**src/design/lnmr_pkg.sv**
```systemverilog
// ----------------------------------------------------------------------------
// lnmr_pkg
// Shared types and constants for the latest-N message ring.
// ----------------------------------------------------------------------------
package lnmr_pkg;

    localparam int MAX_DEPTH_DEF   = 16;
    localparam int ENTRY_WIDTH_DEF = 64;

    localparam int DEPTH_W = 5;
    localparam int GEN_W   = 32;
    localparam int DATA_W  = 64;
    localparam int CNT_W   = $clog2(GEN_W);

    localparam logic CMD_PUBLISH = 1'b0;
    localparam logic CMD_READ    = 1'b1;

    localparam logic STATUS_OK    = 1'b0;
    localparam logic STATUS_EMPTY = 1'b1;

    // Commands from the controller to the datapath
    typedef struct packed {
        logic load_in;   // capture the input item
        logic clamp;     // clamp a lagging reader generation
        logic back;      // step back a reader that is already current
        logic mod_load;  // start the remainder unit
        logic mod_step;  // one remainder bit
        logic mem_wr;    // publish into the ring
        logic mem_rd;    // read the ring, finish the reader generation
        logic load_out;  // move the result into the output register
    } t_ctl_cmd;

    // Status from the datapath to the controller
    typedef struct packed {
        logic is_read;
        logic is_empty;
        logic mod_last;
        logic out_free;
    } t_ctl_status;

endpackage

```
**src/design/lnmr_ctrl.sv**
```systemverilog
// ----------------------------------------------------------------------------
// lnmr_ctrl
// Sequencer for one item: capture, generation fix-up, remainder, ring access,
// result hand-off.
// ----------------------------------------------------------------------------
module lnmr_ctrl (
    input  logic                  i_clk,
    input  logic                  i_rst_n,
    input  logic                  i_cfg_valid,
    output logic                  o_cfg_ready,
    input  logic                  i_in_valid,
    output logic                  o_in_ready,
    input  lnmr_pkg::t_ctl_status i_stat,
    output lnmr_pkg::t_ctl_cmd    o_cmd
);
    import lnmr_pkg::*;

    localparam logic [2:0] ST_IDLE  = 3'd0;
    localparam logic [2:0] ST_CLAMP = 3'd1;
    localparam logic [2:0] ST_BACK  = 3'd2;
    localparam logic [2:0] ST_LOAD  = 3'd3;
    localparam logic [2:0] ST_MOD   = 3'd4;
    localparam logic [2:0] ST_MEM   = 3'd5;
    localparam logic [2:0] ST_FIN   = 3'd6;

    logic [2:0] r_state;
    logic [2:0] n_state;

    always_ff @(posedge i_clk) begin
        if (!i_rst_n) begin
            r_state <= ST_IDLE;
        end else begin
            r_state <= n_state;
        end
    end

    always_comb begin
        n_state = r_state;
        o_cmd   = '0;
        case (r_state)
            ST_IDLE: begin
                // a pending depth write goes first
                if (i_in_valid && !i_cfg_valid) begin
                    o_cmd.load_in = 1'b1;
                    n_state       = ST_CLAMP;
                end
            end
            ST_CLAMP: begin
                // empty reads go straight to the result
                if (i_stat.is_empty) begin
                    n_state = ST_FIN;
                end else if (i_stat.is_read) begin
                    o_cmd.clamp = 1'b1;
                    n_state     = ST_BACK;
                end else begin
                    n_state = ST_LOAD;
                end
            end
            ST_BACK: begin
                o_cmd.back = 1'b1;
                n_state    = ST_LOAD;
            end
            ST_LOAD: begin
                o_cmd.mod_load = 1'b1;
                n_state        = ST_MOD;
            end
            ST_MOD: begin
                o_cmd.mod_step = 1'b1;
                if (i_stat.mod_last) begin
                    n_state = ST_MEM;
                end
            end
            ST_MEM: begin
                o_cmd.mem_wr = !i_stat.is_read;
                o_cmd.mem_rd = i_stat.is_read;
                n_state      = ST_FIN;
            end
            ST_FIN: begin
                // hold until the output register is free
                if (i_stat.out_free) begin
                    o_cmd.load_out = 1'b1;
                    n_state        = ST_IDLE;
                end
            end
            default: begin
                n_state = ST_IDLE;
            end
        endcase
    end

    assign o_cfg_ready = i_rst_n && (r_state == ST_IDLE);
    assign o_in_ready  = i_rst_n && (r_state == ST_IDLE) && !i_cfg_valid;

endmodule

```
**src/design/lnmr_dp.sv**
```systemverilog
// ----------------------------------------------------------------------------
// lnmr_dp
// Datapath: depth register, publish counter, generation arithmetic,
// bit-serial remainder unit, ring memory and output register.
// ----------------------------------------------------------------------------
module lnmr_dp #(
    parameter int MAX_DEPTH   = lnmr_pkg::MAX_DEPTH_DEF,
    parameter int ENTRY_WIDTH = lnmr_pkg::ENTRY_WIDTH_DEF
) (
    input  logic                         i_clk,
    input  logic                         i_rst_n,
    input  logic                         i_cfg_valid,
    input  logic [lnmr_pkg::DEPTH_W-1:0] i_cfg_data,
    input  logic                         i_command,
    input  logic [lnmr_pkg::DATA_W-1:0]  i_payload,
    input  logic [lnmr_pkg::GEN_W-1:0]   i_reader_generation,
    input  logic                         i_out_ready,
    output logic                         o_out_valid,
    output logic                         o_status,
    output logic [lnmr_pkg::DATA_W-1:0]  o_read_data,
    output logic [lnmr_pkg::GEN_W-1:0]   o_next_generation,
    input  lnmr_pkg::t_ctl_cmd           i_cmd,
    output lnmr_pkg::t_ctl_status        o_stat
);
    import lnmr_pkg::*;

    localparam int DEPTH_MAXV = (1 << DEPTH_W) - 1;
    localparam int MEM_DEPTH  = (MAX_DEPTH < DEPTH_MAXV) ? MAX_DEPTH : DEPTH_MAXV;
    localparam int SLOT_W     = (MEM_DEPTH > 1) ? $clog2(MEM_DEPTH) : 1;
    localparam logic [DEPTH_W:0] DEPTH_CAP = (DEPTH_W + 1)'(MEM_DEPTH);

    logic [DEPTH_W-1:0]     r_depth;
    logic [GEN_W-1:0]       r_count;
    logic                   r_has_data;
    logic                   r_cmd;
    logic                   r_empty;
    logic [ENTRY_WIDTH-1:0] r_payload;
    logic [GEN_W-1:0]       r_gen;
    logic [GEN_W-1:0]       r_div;
    logic [DEPTH_W-1:0]     r_rem;
    logic [CNT_W-1:0]       r_cnt;
    logic [ENTRY_WIDTH-1:0] r_rd;
    logic                   r_out_valid;
    logic                   r_status;
    logic [DATA_W-1:0]      r_data;
    logic [GEN_W-1:0]       r_next_gen;

    logic [ENTRY_WIDTH-1:0] mem [MEM_DEPTH];

    logic [GEN_W-1:0]   depth_ext;
    logic [GEN_W-1:0]   gen_plus_d;
    logic [DEPTH_W:0]   rem_shift;
    logic [DEPTH_W:0]   depth_w1;
    logic [SLOT_W-1:0]  slot;

    assign depth_ext  = GEN_W'(r_depth);
    assign gen_plus_d = r_gen + depth_ext;
    assign depth_w1   = {1'b0, r_depth};
    assign rem_shift  = {r_rem, r_div[GEN_W-1]};
    assign slot       = r_rem[SLOT_W-1:0];

    // Depth register: grow only, never past the ring, never after a publish
    always_ff @(posedge i_clk) begin
        if (!i_rst_n) begin
            r_depth <= DEPTH_W'(1);
        end else if (i_cfg_valid && !r_has_data && (i_cfg_data > r_depth)
                     && ({1'b0, i_cfg_data} <= DEPTH_CAP)) begin
            r_depth <= i_cfg_data;
        end
    end

    // Publish counter and first-publish flag
    always_ff @(posedge i_clk) begin
        if (!i_rst_n) begin
            r_count    <= '0;
            r_has_data <= 1'b0;
        end else if (i_cmd.mem_wr) begin
            r_count    <= r_count + GEN_W'(1);
            r_has_data <= 1'b1;
        end
    end

    // Item capture and generation fix-up
    always_ff @(posedge i_clk) begin
        if (i_cmd.load_in) begin
            r_cmd     <= i_command;
            r_empty   <= (i_command == CMD_READ) && !r_has_data;
            r_payload <= i_payload[ENTRY_WIDTH-1:0];
            r_gen     <= i_reader_generation;
        end else if (i_cmd.clamp) begin
            if (r_count > gen_plus_d) begin
                r_gen <= r_count - depth_ext;
            end
        end else if (i_cmd.back) begin
            if ((r_count == r_gen) && (r_gen != '0)) begin
                r_gen <= r_gen - GEN_W'(1);
            end
        end else if (i_cmd.mem_rd) begin
            if (r_depth == DEPTH_W'(1)) begin
                r_gen <= r_count;
            end else if (r_gen < r_count) begin
                r_gen <= r_gen + GEN_W'(1);
            end
        end
    end

    // Restoring remainder, one dividend bit per cycle, MSB first
    always_ff @(posedge i_clk) begin
        if (i_cmd.mod_load) begin
            r_div <= (r_cmd == CMD_READ) ? r_gen : r_count;
            r_rem <= '0;
            r_cnt <= '0;
        end else if (i_cmd.mod_step) begin
            r_div <= {r_div[GEN_W-2:0], 1'b0};
            r_cnt <= r_cnt + CNT_W'(1);
            if (rem_shift >= depth_w1) begin
                r_rem <= DEPTH_W'(rem_shift - depth_w1);
            end else begin
                r_rem <= rem_shift[DEPTH_W-1:0];
            end
        end
    end

    // Ring memory
    always_ff @(posedge i_clk) begin
        if (i_cmd.mem_wr) begin
            mem[slot] <= r_payload;
        end
    end

    always_ff @(posedge i_clk) begin
        if (i_cmd.mem_rd) begin
            r_rd <= mem[slot];
        end
    end

    // Output register
    always_ff @(posedge i_clk) begin
        if (!i_rst_n) begin
            r_out_valid <= 1'b0;
        end else if (i_cmd.load_out) begin
            r_out_valid <= 1'b1;
        end else if (i_out_ready) begin
            r_out_valid <= 1'b0;
        end
    end

    always_ff @(posedge i_clk) begin
        if (i_cmd.load_out) begin
            r_status <= r_empty ? STATUS_EMPTY : STATUS_OK;
            if (r_cmd == CMD_PUBLISH) begin
                r_data     <= '0;
                r_next_gen <= r_count;
            end else if (r_empty) begin
                r_data     <= '0;
                r_next_gen <= r_gen;
            end else begin
                r_data     <= DATA_W'(r_rd);
                r_next_gen <= r_gen;
            end
        end
    end

    assign o_out_valid       = r_out_valid;
    assign o_status          = r_status;
    assign o_read_data       = r_data;
    assign o_next_generation = r_next_gen;

    assign o_stat.is_read  = (r_cmd == CMD_READ);
    assign o_stat.is_empty = r_empty;
    assign o_stat.mod_last = (r_cnt == CNT_W'(GEN_W - 1));
    assign o_stat.out_free = !r_out_valid || i_out_ready;

endmodule

```
**src/design/latest_n_message_ring_unit.sv**
```systemverilog
// ----------------------------------------------------------------------------
// latest_n_message_ring_unit
// Overwriting message ring with a wrapping publish generation and per-reader
// positions.
// ----------------------------------------------------------------------------
// A publish (command 0) stores the payload at slot publish_count mod depth and
// returns the incremented publish_count. A read (command 1) takes the
// subscriber's generation, pulls it up to publish_count - depth if it lags by
// more than the ring, steps it back one if it is already current (so the
// newest entry is read again), reads that slot and returns the data with the
// generation advanced by one while still behind. A read before any publish
// returns status 1, zero data and the generation unchanged. The depth is set
// through the cfg channel; writes that shrink it, exceed the ring or arrive
// after the first publish are dropped. The cfg channel is ready only while no
// item is being processed, and a pending cfg write goes ahead of a waiting
// input item. One item at a time is processed. A bit-serial remainder unit,
// which spends one cycle on each of the 32 generation bits, finds the slot
// for a depth that need not be a power of two; an empty read skips it. The
// result sits in an output register, so the next item is taken while the
// last one waits to be read. The ring memory has no reset; entries read
// before any publish wrote them hold whatever the array powers up with.
// ----------------------------------------------------------------------------
module latest_n_message_ring_unit #(
    parameter int MAX_DEPTH   = lnmr_pkg::MAX_DEPTH_DEF,
    parameter int ENTRY_WIDTH = lnmr_pkg::ENTRY_WIDTH_DEF
) (
    input  logic                         i_clk,
    input  logic                         i_rst_n,
    // configuration write channel (queue depth)
    input  logic                         i_cfg_valid,
    output logic                         o_cfg_ready,
    input  logic [lnmr_pkg::DEPTH_W-1:0] i_cfg_data,
    // input item channel
    input  logic                         i_in_valid,
    output logic                         o_in_ready,
    input  logic                         i_command,
    input  logic [lnmr_pkg::DATA_W-1:0]  i_payload,
    input  logic [lnmr_pkg::GEN_W-1:0]   i_reader_generation,
    // result item channel
    output logic                         o_out_valid,
    input  logic                         i_out_ready,
    output logic                         o_status,
    output logic [lnmr_pkg::DATA_W-1:0]  o_read_data,
    output logic [lnmr_pkg::GEN_W-1:0]   o_next_generation
);
    import lnmr_pkg::*;

    t_ctl_cmd    ctl_cmd;
    t_ctl_status ctl_stat;
    logic        cfg_we;

    // The depth register takes a write only between items.
    assign cfg_we = i_cfg_valid && o_cfg_ready;

    // Sequencer: walks each item through capture, fix-up, remainder, ring
    // access and hand-off to the output register.
    lnmr_ctrl u_ctrl (
        .i_clk       (i_clk),
        .i_rst_n     (i_rst_n),
        .i_cfg_valid (i_cfg_valid),
        .o_cfg_ready (o_cfg_ready),
        .i_in_valid  (i_in_valid),
        .o_in_ready  (o_in_ready),
        .i_stat      (ctl_stat),
        .o_cmd       (ctl_cmd)
    );

    // Datapath: all state but the sequencer's, the remainder unit, the ring and the result.
    lnmr_dp #(
        .MAX_DEPTH   (MAX_DEPTH),
        .ENTRY_WIDTH (ENTRY_WIDTH)
    ) u_dp (
        .i_clk               (i_clk),
        .i_rst_n             (i_rst_n),
        .i_cfg_valid         (cfg_we),
        .i_cfg_data          (i_cfg_data),
        .i_command           (i_command),
        .i_payload           (i_payload),
        .i_reader_generation (i_reader_generation),
        .i_out_ready         (i_out_ready),
        .o_out_valid         (o_out_valid),
        .o_status            (o_status),
        .o_read_data         (o_read_data),
        .o_next_generation   (o_next_generation),
        .i_cmd               (ctl_cmd),
        .o_stat              (ctl_stat)
    );

    // An accepted item keeps the input closed for at least the next cycle.
    a_one_at_a_time: assert property (
        @(posedge i_clk) disable iff (!i_rst_n)
        (i_in_valid && o_in_ready) |=> !o_in_ready
    ) else $error("input accepted while an item is in flight");

    // The result register is loaded only when it is empty or being drained.
    a_no_overwrite: assert property (
        @(posedge i_clk) disable iff (!i_rst_n)
        ctl_cmd.load_out |-> (!o_out_valid || i_out_ready)
    ) else $error("result overwritten before it was taken");

    // An empty-ring status always comes with zero data.
    a_empty_zero: assert property (
        @(posedge i_clk) disable iff (!i_rst_n)
        (o_out_valid && (o_status == STATUS_EMPTY)) |-> (o_read_data == '0)
    ) else $error("empty status with nonzero data");

    // A ring write is followed by a result load in the next cycle or later,
    // never in the same cycle as the capture of a new item.
    a_write_then_fin: assert property (
        @(posedge i_clk) disable iff (!i_rst_n)
        ctl_cmd.mem_wr |=> !o_in_ready
    ) else $error("input opened before the publish result was loaded");

endmodule
```
**config.mk**
```make
export PLATFORM = sky130hd
export DESIGN_NAME = latest_n_message_ring_unit
export DESIGN_NICKNAME = d
export VERILOG_FILES = /design/src/design/lnmr_pkg.sv /design/src/design/lnmr_ctrl.sv /design/src/design/lnmr_dp.sv /design/src/design/latest_n_message_ring_unit.sv
export SDC_FILE = /design/constraint.sdc
export NUM_CORES = 2
export LEC_CHECK = 0
export BUFFER_PORTS_ARGS = -buffer_cell sky130_fd_sc_hd__buf_2
export CORE_ASPECT_RATIO = 0.6
export CORE_MARGIN = 3
export CORE_UTILIZATION = 60
export DETAILED_ROUTE_END_ITERATION = 7
export PLACE_DENSITY = 0.8
export SETUP_SLACK_MARGIN = 0.5
export SYNTH_ARGS = -nofsm -noshare
export SYNTH_HDL_FRONTEND = slang
export SYNTH_HIERARCHICAL = 1
export SYNTH_SLANG_ARGS = --single-unit
```
**constraint.sdc**
```tcl
create_clock -name i_clk -period 19 [get_ports i_clk]
set_clock_uncertainty 0.05 [all_clocks]
set_input_delay 0.95 -clock i_clk [delete_from_list [all_inputs] [get_ports i_clk]]
set_output_delay 0.95 -clock i_clk [all_outputs]
set_load 0.01 [all_outputs]
```
==> flow_metrics.env <==
export IMPL_status="complete, no violations"
export IMPL_synth_warnings=6
export IMPL_synth_top_area_share_pct=70.2
export IMPL_nets=3434
export IMPL_synth_edf_count=1315
export IMPL_grt_busiest_layer="met2"
export IMPL_setup_tns_ns=0
export IMPL_leakagePower_nw=20.1
export IMPL_async_flop_share_pct=0
export IMPL_hold_buffers=0
export IMPL_grt_pass1_vias=31327
export IMPL_cts_buffer_depth=3
export IMPL_slew_viol_final=0
export IMPL_use_met2_pct=47.3
export IMPL_via_per_inst=6.80
export IMPL_arrival_ns=6.11
export IMPL_avgSynthCellArea_um2=18.7
export IMPL_area_growth_pct=11.2
export IMPL_period_share_pct=30.6
export IMPL_final_setup_viol_count=0
export IMPL_die_h_um=243
export IMPL_syn_nets=3210
export IMPL_start_kind="flop"
export IMPL_place_ws_ns=13.44
export IMPL_port_buffers=206
export IMPL_grt_overflow=0
export IMPL_hold_worst_slack_ns=0.355
export IMPL_yosysSeqAreaShare_pct=72.0
export IMPL_hpwl_um=84500
export IMPL_drc=0
export IMPL_wl_per_cell_um=33.5
export IMPL_cts_buffers=114
export IMPL_cts_sinks=1367
export IMPL_cts_tree="done"
export IMPL_netlist_area_mm2=0.0563
export IMPL_grt_pass1_wl_um=222000
export IMPL_fp_dieW_um=401
export IMPL_crit_type="flop to flop"
export IMPL_nFillCells=5751
export IMPL_max_freq_mhz=172
export IMPL_yosysTopAreaCell="edfxtp_1"
export IMPL_use_met3_pct=8.38
export IMPL_grt_met1_usage_pct=46.4
export IMPL_cpPeakStageDelay_ns=0.72
export IMPL_hp_class="input port to flop"
export IMPL_cts_setup_buffers=0
export IMPL_cts_max_level=3
export IMPL_antenna_left=0
export IMPL_drt_iter0_drc=4485
export IMPL_ir_drop_mv=0.113
export IMPL_grt_util_all_layers_pct=31.7
export IMPL_syn_inst=3010
export IMPL_ys_top_cells_by_count="edfxtp_1 (1315), mux4_2 (320), nand2_1 (127)"
export IMPL_synthFlopType="edfxtp_1"
export IMPL_fin_util_pct=67.7
export IMPL_drive_gt1_share_pct=25.3
export IMPL_critPathCaptureType="flop"
export IMPL_clock_latency_ns=0.73
export IMPL_layout_min_cycle_time_ns=5.82
export IMPL_power_density_mw_per_mm2=124
export IMPL_crit_fanout=32
export IMPL_rsz0062_at_grt="no"
export IMPL_synth_seq_cells=1367
export IMPL_worstMarginPinSlew_ns=1.18
export IMPL_synth_most_common_cell="edfxtp_1"
export IMPL_cts_resized=0
export IMPL_antenna_found_initial=8
export IMPL_maxSlewHeadroom_pct=20.6
export IMPL_start_util_pct=60.9
export IMPL_final_cell_area_mm2=0.0626
export IMPL_worst_slack_ns=13.18
export IMPL_synth_area_leaders="edfxtp_1 (70%), mux4_2 (13%), ha_1 (2.0%), dfxtp_1 (1.8%), xnor2_1 (1.2%)"
export IMPL_ys_types=89
export IMPL_worstPathCellList="ha_1 > inv_1 > fa_1 > nor2b_1 > o21a_1 > o21ai_0 > a2111oi_1 > buf_4 > nand2_1 > xor2_1 > ha_1 > nand4_1 > nor4_1 > nand3_1 > a21oi_1 > a2111oi_0 > nor4_2 > buf_4"
export IMPL_die_area_mm2=0.0976
export IMPL_grt_max_degree=164
export IMPL_routabilityCongestion=0.996
export IMPL_core_area_mm2=0.0924
export IMPL_vias=31030
export IMPL_firstDrtPassIters=6
export IMPL_placed_cell_area_mm2=0.0588
export IMPL_clkTransAtPathRegs_ns=0.07
export IMPL_io_pin_count=207
export IMPL_clockRootBuffer="clkbuf_16"
export IMPL_required_ns=19.29
export IMPL_wirelength_um=153000
export IMPL_crit_slowest_cell="nor4_1"
export IMPL_rows=86
export IMPL_cap_violations=0
export IMPL_hold_viol=0
per-layer routing:
metal	routed length, um	vias up
met4	4600	2
met5	13	-
met2	70500	2128
met3	18000	289
met1	59800	15988
li1	-	12623
registers in the layout, indices dropped and copies added (netlist names):
| name | cells |
|---|---|
| u_dp/r_count | 32 |
| u_dp/r_depth | 5 |
| u_dp/o_read_data | 64 |
| u_dp/r_rem | 5 |
| u_dp/r_payload | 64 |
| u_dp/o_next_generation | 32 |
| u_dp/r_has_data | 1 |
| u_ctrl/r_state | 3 |
| u_dp/o_out_valid | 1 |
| u_dp/r_empty | 1 |
| u_dp/r_cmd | 1 |
| u_dp/mem | 1024 |
| u_dp/r_cnt | 5 |
| u_dp/o_status | 1 |
| u_dp/r_rd | 64 |
| u_dp/r_div | 32 |
| u_dp/r_gen | 32 |
power breakdown:
| group | leakage, nW | internal (W) | total [W] | switching (W) |
|---|---|---|---|---|
| Sequential | 12.3 | 0.00348 | 0.00369 | 0.000211 |
| Clock | 1.81 | 0.00131 | 0.00240 | 0.00109 |
| Combinational | 6.01 | 0.000833 | 0.00167 | 0.000838 |
layout by cell type (no fill, tap or decap), types with 66 or more instances in the layout:
cell / instances
buf_4: 66
xnor2_1: 74
nand2_1: 127
buf_2: 206
o21ai_0: 76
edfxtp_1: 1315
ha_1: 90
mux4_2: 320
clkbuf_16: 116
and2_1: 92
cell families after synthesis:
kind of cell               synth area share (%)
and+or+nand+nor                            5.50
buffers and inverters                      1.67
adders and majority gates                  2.11
AOI/OAI and AO/OA                          3.12
DFF                                        72.0
muxes                                      13.7
xor gates and xnor gates                   1.90
worst max-delay path, delay by kind of cell, from the launching register on:
family	cells	cell delay, ns
AOI/OAI and AO/OA	5	1.30
DFF	1	0.50
buffers and inverters	3	0.82
xor gates and xnor gates	1	0.17
adders and majority gates	3	0.94
and+or+nand+nor	6	1.65
final timing paths:
check | from | endpoint | slack [ns] | cells after the start
setup / recovery | u_dp/r_gen[0]$_DFFE_PP_ | u_dp/r_gen[6]$_DFFE_PP_ | 13.18 | 18
hold / removal | i_payload[11] | u_dp/r_payload[11]$_DFFE_PP_ | 0.35 | 1
setup reg to reg | u_dp/r_gen[0]$_DFFE_PP_ | u_dp/r_gen[6]$_DFFE_PP_ | 13.18 | 18
hold reg to reg | u_dp/r_rem[4]$_SDFFE_PP0P_ | u_dp/r_rem[4]$_SDFFE_PP0P_ | 0.45 | 2
cell type report:
class | count | area, um^2 | area share, %
antenna | 3 | 7.51 | 0.0120
timing repair buffer | 273 | 1550 | 2.47
clock inverter | 75 | 782 | 1.25
multi-input combinational | 1418 | 15000 | 23.9
tap | 1232 | 1540 | 2.46
inverter | 60 | 225 | 0.360
sequential | 1367 | 40500 | 64.7
clock buffer | 136 | 2980 | 4.76
stage by stage:
| stage | total power [W] | std cells |
|---|---|---|
| after floorplan | 0.00492 | 3010 |
| after global placement | 0.00531 | 4350 |
| after detailed placement | 0.00537 | 4350 |
| after CTS | 0.00779 | 4561 |
| after global routing | 0.00802 | 4562 |
| final | 0.00777 | 4564 |
Note: power is estimated with default switching activity, not from simulation.
